File: src/sv/prime_factorizer_core_macros.svh
`ifndef PRIME_FACTORIZER_CORE_MACROS_SVH
`define PRIME_FACTORIZER_CORE_MACROS_SVH

// same-cycle implication, checked outside reset
`define PF_ASSERT_SAME(label, clk, rst_n, ante, cons) \
    label: assert property (@(posedge clk) disable iff (!rst_n) (ante) |-> (cons)) \
        else $error("pf assertion failed");

// next-cycle implication, checked outside reset
`define PF_ASSERT_NEXT(label, clk, rst_n, ante, cons) \
    label: assert property (@(posedge clk) disable iff (!rst_n) (ante) |=> (cons)) \
        else $error("pf assertion failed");

`endif

File: src/sv/pf_pkg.sv
package pf_pkg;

    localparam int VALUE_WIDTH = 31;

endpackage

File: src/sv/pf_div.sv
module pf_div #(
    parameter int W = pf_pkg::VALUE_WIDTH
) (
    input  logic         i_clk,
    input  logic         i_rst_n,
    input  logic         i_start,
    input  logic [W-1:0] i_dividend,
    input  logic [W-1:0] i_divisor,
    output logic         o_done,
    output logic [W-1:0] o_quotient,
    output logic [W-1:0] o_remainder
);

    localparam int CW = $clog2(W + 1);

    logic          r_busy, n_busy;
    logic          r_done, n_done;
    logic [CW-1:0] r_cnt,  n_cnt;
    logic [W:0]    r_p,    n_p;
    logic [W-1:0]  r_q,    n_q;

    logic [W:0] w_shift;
    logic [W:0] w_diff;

    // restoring step, one quotient bit a cycle
    assign w_shift = {r_p[W-1:0], r_q[W-1]};
    assign w_diff  = w_shift - {1'b0, i_divisor};

    always_comb begin
        n_busy = r_busy;
        n_done = 1'b0;
        n_cnt  = r_cnt;
        n_p    = r_p;
        n_q    = r_q;
        if (i_start) begin
            n_busy = 1'b1;
            n_cnt  = CW'(W);
            n_p    = '0;
            n_q    = i_dividend;
        end else if (r_busy) begin
            if (w_shift >= {1'b0, i_divisor}) begin
                n_p = w_diff;
                n_q = {r_q[W-2:0], 1'b1};
            end else begin
                n_p = w_shift;
                n_q = {r_q[W-2:0], 1'b0};
            end
            n_cnt = r_cnt - CW'(1);
            if (r_cnt == CW'(1)) begin
                n_busy = 1'b0;
                n_done = 1'b1;
            end
        end
    end

    always_ff @(posedge i_clk) begin
        if (!i_rst_n) begin
            r_busy <= 1'b0;
            r_done <= 1'b0;
            r_cnt  <= '0;
        end else begin
            r_busy <= n_busy;
            r_done <= n_done;
            r_cnt  <= n_cnt;
        end
        r_p <= n_p;
        r_q <= n_q;
    end

    assign o_done      = r_done;
    assign o_quotient  = r_q;
    assign o_remainder = r_p[W-1:0];

endmodule

File: src/sv/prime_factorizer_core.sv
// channel  | ports                        | handshake
// ---------+------------------------------+-------------------------------
// input    | i_value                      | start high while busy low
// result   | o_factor, o_last             | o_valid high for one cycle
//
// each trial division runs in the single bit-serial divider
// an item takes about one trial division per divisor up to sqrt, plus one per factor
// inputs 0 and 1 give their result the cycle after acceptance, busy stays low
// reset is synchronous, active low, and clears the sequencer and divider control
// results cannot be stalled; busy holds off new words until the last factor
`include "prime_factorizer_core_macros.svh"

module prime_factorizer_core #(
    parameter int VALUE_WIDTH = pf_pkg::VALUE_WIDTH
) (
    input  logic                   i_clk,
    input  logic                   i_rst_n,
    input  logic                   start,
    output logic                   busy,
    input  logic [VALUE_WIDTH-1:0] i_value,
    output logic                   o_valid,
    output logic [VALUE_WIDTH-1:0] o_factor,
    output logic                   o_last
);

    localparam int W = VALUE_WIDTH;

    typedef enum logic [2:0] {
        S_IDLE  = 3'b001,
        S_CHECK = 3'b010,
        S_DIV   = 3'b100
    } t_state;

    t_state       r_state, n_state;
    logic [W-1:0] r_rem,   n_rem;
    logic [W-1:0] r_d,     n_d;
    logic [W:0]   r_sq,    n_sq;
    logic         r_valid, n_valid;
    logic [W-1:0] r_factor, n_factor;
    logic         r_last,  n_last;

    logic         w_accept;
    logic         w_sq_over;
    logic         w_div_start;
    logic         w_div_done;
    logic [W-1:0] w_quo;
    logic [W-1:0] w_div_rem;

    assign busy      = (r_state != S_IDLE);
    assign w_accept  = start && !busy;
    assign w_sq_over = (r_sq > {1'b0, r_rem});
    assign w_div_start = (r_state == S_CHECK) && !w_sq_over;

    pf_div #(
        .W (W)
    ) u_div (
        .i_clk       (i_clk),
        .i_rst_n     (i_rst_n),
        .i_start     (w_div_start),
        .i_dividend  (r_rem),
        .i_divisor   (r_d),
        .o_done      (w_div_done),
        .o_quotient  (w_quo),
        .o_remainder (w_div_rem)
    );

    always_comb begin
        n_state  = r_state;
        n_rem    = r_rem;
        n_d      = r_d;
        n_sq     = r_sq;
        n_valid  = 1'b0;
        n_factor = r_factor;
        n_last   = r_last;
        case (r_state)
            S_IDLE: begin
                if (w_accept) begin
                    n_rem = i_value;
                    n_d   = W'(2);
                    n_sq  = (W + 1)'(4);
                    if (i_value <= W'(1)) begin
                        n_valid  = 1'b1;
                        n_factor = i_value;
                        n_last   = 1'b1;
                    end else begin
                        n_state = S_CHECK;
                    end
                end
            end
            S_CHECK: begin
                if (w_sq_over) begin
                    n_valid  = 1'b1;
                    n_factor = r_rem;
                    n_last   = 1'b1;
                    n_state  = S_IDLE;
                end else begin
                    n_state = S_DIV;
                end
            end
            S_DIV: begin
                if (w_div_done) begin
                    n_state = S_CHECK;
                    if (w_div_rem == '0) begin
                        n_rem    = w_quo;
                        n_valid  = 1'b1;
                        n_factor = r_d;
                        n_last   = 1'b0;
                    end else begin
                        // (d+1)^2 = d^2 + 2d + 1
                        n_sq = r_sq + {r_d, 1'b1};
                        n_d  = r_d + W'(1);
                    end
                end
            end
            default: begin
                n_state = S_IDLE;
            end
        endcase
    end

    always_ff @(posedge i_clk) begin
        if (!i_rst_n) begin
            r_state <= S_IDLE;
            r_valid <= 1'b0;
        end else begin
            r_state <= n_state;
            r_valid <= n_valid;
        end
        r_rem    <= n_rem;
        r_d      <= n_d;
        r_sq     <= n_sq;
        r_factor <= n_factor;
        r_last   <= n_last;
    end

    assign o_valid  = r_valid;
    assign o_factor = r_factor;
    assign o_last   = r_last;

    `PF_ASSERT_SAME(a_done_in_div, i_clk, i_rst_n, w_div_done, r_state == S_DIV)
    `PF_ASSERT_SAME(a_mid_run_busy, i_clk, i_rst_n, r_valid && !r_last, busy)
    `PF_ASSERT_SAME(a_divisor_min, i_clk, i_rst_n, busy, r_d >= W'(2))
    `PF_ASSERT_NEXT(a_accept_acts, i_clk, i_rst_n, w_accept, busy || r_valid)

endmodule
File: config.mk
export PLATFORM = sky130hd
export DESIGN_NAME = prime_factorizer_core
export DESIGN_NICKNAME = d
export VERILOG_FILES = /design/src/sv/pf_pkg.sv /design/src/sv/pf_div.sv /design/src/sv/prime_factorizer_core.sv
export VERILOG_INCLUDE_DIRS = /design/src /design/src/sv
export SDC_FILE = /design/constraint.sdc
export NUM_CORES = 1
export LEC_CHECK = 0
export BUFFER_PORTS_ARGS = -buffer_cell sky130_fd_sc_hd__buf_2
export CAP_MARGIN = 20
export CORE_ASPECT_RATIO = 0.8
export CORE_MARGIN = 3
export CORE_UTILIZATION = 30
export DETAILED_ROUTE_END_ITERATION = 10
export PLACE_DENSITY = 0.56
export SLEW_MARGIN = 40
export SYNTH_ARGS = -nofsm -noshare
export SYNTH_HDL_FRONTEND = slang
export SYNTH_HIERARCHICAL = 1
export SYNTH_SLANG_ARGS = --single-unit
File: constraint.sdc
create_clock -name i_clk -period 11.5 [get_ports i_clk]
set_input_delay 0.575 -clock i_clk [delete_from_list [all_inputs] [get_ports i_clk]]
set_output_delay 0.575 -clock i_clk [all_outputs]
set_load 0.02 [all_outputs]
==> flow_summary.ini <==
[power_and_ir_drop]
vdd_drop_max_uv = 116
p_leak_nw = 5.99
powerDensity_mw_per_mm2 = 250
total_power_w = 0.00366

[layout]
fillers = 4312
finalNonFillerCells = 2020
fin_util = 0.345
fin_nets = 1586
n_antenna_cell = 0
drive_gt1_frac = 0.118
area_delta_synth_final_pct = 11.8

[grt]
grtUsageTotal = 0.169
grt_overflow = 0
grt_pass1_wl_mm = 60.4
grt_start_max_net_pins = 72
grt_pass1_vias = 10200
antenna_found_initial = 0

[setup_path]
cp-start-kind = flop
crit_arrival_ps = 4490
crit_path_top_delay_cell = buf_4
critPathCapture = o_factor[9]
cp_top_family = compound AO/OA/AOI/OAI gates
critPathBufInv = 3
r2r_cells = 12
r2r_start = r_rem[5]
worstPathCellList = inv_1 -> ha_1 -> a21o_1 -> a21o_1 -> a21oi_1 -> o21a_1 -> o221ai_1 -> a211o_1 -> a21boi_4 -> buf_4 -> nor2_4 -> buf_16
critPathLaunch = r_rem[5]
path_depth = 12
worst_setup_path_end_kind = flop
crit_path_frequent_cell = a21o_1
required_ps = 11710
max_stage_delay_ps = 740
crit_fanout = 57
reg2reg_to = o_factor[9]
reg2reg_slack_ps = 7220
path_class = reg -> reg

[sta]
slew_headroom = 0.460
fin_crit_sh = 0.373
finalSetupViolCount = 0
hold_viol = 0
rsz0062_at_grt = no
final_max_slew_viol_count = 0
fin_crit_ps = 4280
fmax_mhz = 233
finalClockSkew_ps = 13.4
worst_pin_slew_ps = 810
setup_tns_ps = 0

[clock_tree]
cts_root_buf = clkbuf_16
cts_sinks = 199
clkTransAtPathRegs_ps = 80
clock_latency_ps = 460
postCtsSetupRepairBufs = 0
postCtsResizedCells = 0
cts-buffers-inserted = 17
cts_buffer_depth = 2
htreeDepth = 4
cts_tree = yes
holdBufCountCts = 0

[logic_synthesis]
async_reset_ff_frac = 0
synthTopCellsByCount = 253 x nand2_1, 157 x edfxtp_1, 126 x nor2_1, 95 x ha_1, 81 x inv_1
yosys.area.top_type = edfxtp_1
ys_seq_area_frac = 0.424
synthesis.area_mm2 = 0.0131
synth_top_area_frac = 0.360
synth_cell_types = 80
ys_top_cells_by_area = edfxtp_1 36%, ha_1 9.1%, nand2_1 7.2%, dfxtp_1 6.4%, nor2_1 3.6%
syn_nets = 1546
yosysMostFrequentCell = nand2_1
synth-seq-cells = 199
synth_edf_count = 157
synthCells = 1415
yosysWarnings = 6
synth-main-ff-cell = edfxtp_1
syn_avg_cell_area_um2 = 9.26

[route]
wire_per_inst_um = 19.2
drc_errors = 0
ant_nets = 0
drt_iter0_drc = 992
vias_per_cell = 5.37
routed_wl_mm = 38.8
firstDrtPassIters = 5
routed-via-count = 10900

[place]
post-dp-hpwl_mm = 27.8
port_buffers = 67
place.gp.congestion = 0.865
placedCellCount = 1988

[die]
die_h_um = 193
die_w_um = 240
core_area_mm2 = 0.0425
num_rows = 67
die-area_mm2 = 0.0462
initial_core_util = 0.308
num_io_pins = 68

[min_path]
hold_class = in -> reg

[outcome]
status = finished, final reports clean

[job]
cap_violations = 0
[worst register-to-register path, delay by kind of cell, from the launching register on]
kind	cells	cell delay, ps
flip-flops	1	420
AO/OA/AOI/OAI	7	1940
adder cells (fa/ha/maj)	1	240
AND/OR/NAND/NOR	1	360
buffers and inverters	3	1090
[metal layers]
metal / share of wire / vias up / wire length, um / global-route usage
met4: 0.015 / 0 / 580 / 0.0407
met1: 0.51 / 5264 / 20000 / 0.260
met3: 0.065 / 33 / 2520 / 0.0341
met5: 0 / - / 0 / 0
li1: - / 5211 / - / -
met2: 0.41 / 344 / 15800 / 0.238
[layout make-up]
class,count,area (um^2),area share
clock buffer,17,425,0.0290
inverter,82,309,0.0211
sequential,199,5560,0.379
clock inverter,15,174,0.0119
tap,552,691,0.0471
timing repair buffer,77,434,0.0296
multi-input combinational,1078,7060,0.482
[cells in the final DEF (no fill, tap or decap), types with 12 or more instances in the layout]
cell type    n
nand2_1    253
edfxtp_1   157
nor2_1     122
ha_1        95
inv_1       80
a21oi_1     74
buf_2       67
a21o_1      47
o21ai_0     43
dfxtp_1     41
xor2_1      39
xnor2_1     33
a22oi_1     32
mux2_2      32
nand3_1     29
a311oi_1    23
nand4_1     22
nor4_1      17
clkbuf_16   17
nand2b_1    16
and3_1      16
nor3_1      15
o21a_1      14
a31oi_1     12
a211oi_1    12
[how the worst min path moves through the flow]
stage	endpoint	start	cells past startpoint	slack, ps
5_1_grt	r_rem[20]	i_value[20]	3	400
3_5_place_dp	u_div/r_p[19]	u_div/r_p[18]	2	520
3_3_place_gp	u_div/r_p[19]	u_div/r_p[19]	2	510
4_1_cts	r_rem[20]	i_value[20]	3	410
2_1_floorplan	u_div/r_p[1]	u_div/r_p[1]	2	470
6_report	o_factor[21]	i_value[21]	3	420
[where the power goes]
group | internal [W] | switching [W] | total, W | leakage [nW]
Clock | 0.000344 | 0.000293 | 0.000636 | 0.291
Sequential | 0.000996 | 0.000209 | 0.00120 | 1.85
Combinational | 0.000715 | 0.00110 | 0.00182 | 3.85
Total | 0.00205 | 0.00160 | 0.00366 | 5.99
[stage by stage]
| stage | worst slack, ps | hold slack [ps] | cell area [um^2] |
|---|---|---|---|
| after global placement | 7390 | 513 | 14000 |
| after detailed placement | 7260 | 523 | 14000 |
| after CTS | 7240 | 405 | 14600 |
| final | 7220 | 424 | 14700 |
| after floorplan | 6720 | 471 | 13100 |
| after global routing | 6980 | 405 | 14700 |
[cells by family after synthesis]
| group | share of synthesized area |
|---|---|
| compound gates | 0.173 |
| xor+xnor | 0.0481 |
| fa+ha+maj | 0.0937 |
| buf+inv | 0.0416 |
| flops | 0.424 |
| mux | 0.0298 |
| simple gates | 0.190 |
[state kept, by name, indices dropped and copies added (netlist names)]
name	count
o_factor	31
o_last	1
o_valid	1
r_d	31
r_rem	31
r_sq	32
r_state	3
u_div/o_done	1
u_div/o_quotient	31
u_div/r_busy	1
u_div/r_cnt	5
u_div/r_p	31
Note: power is estimated with default switching activity, not from simulation.
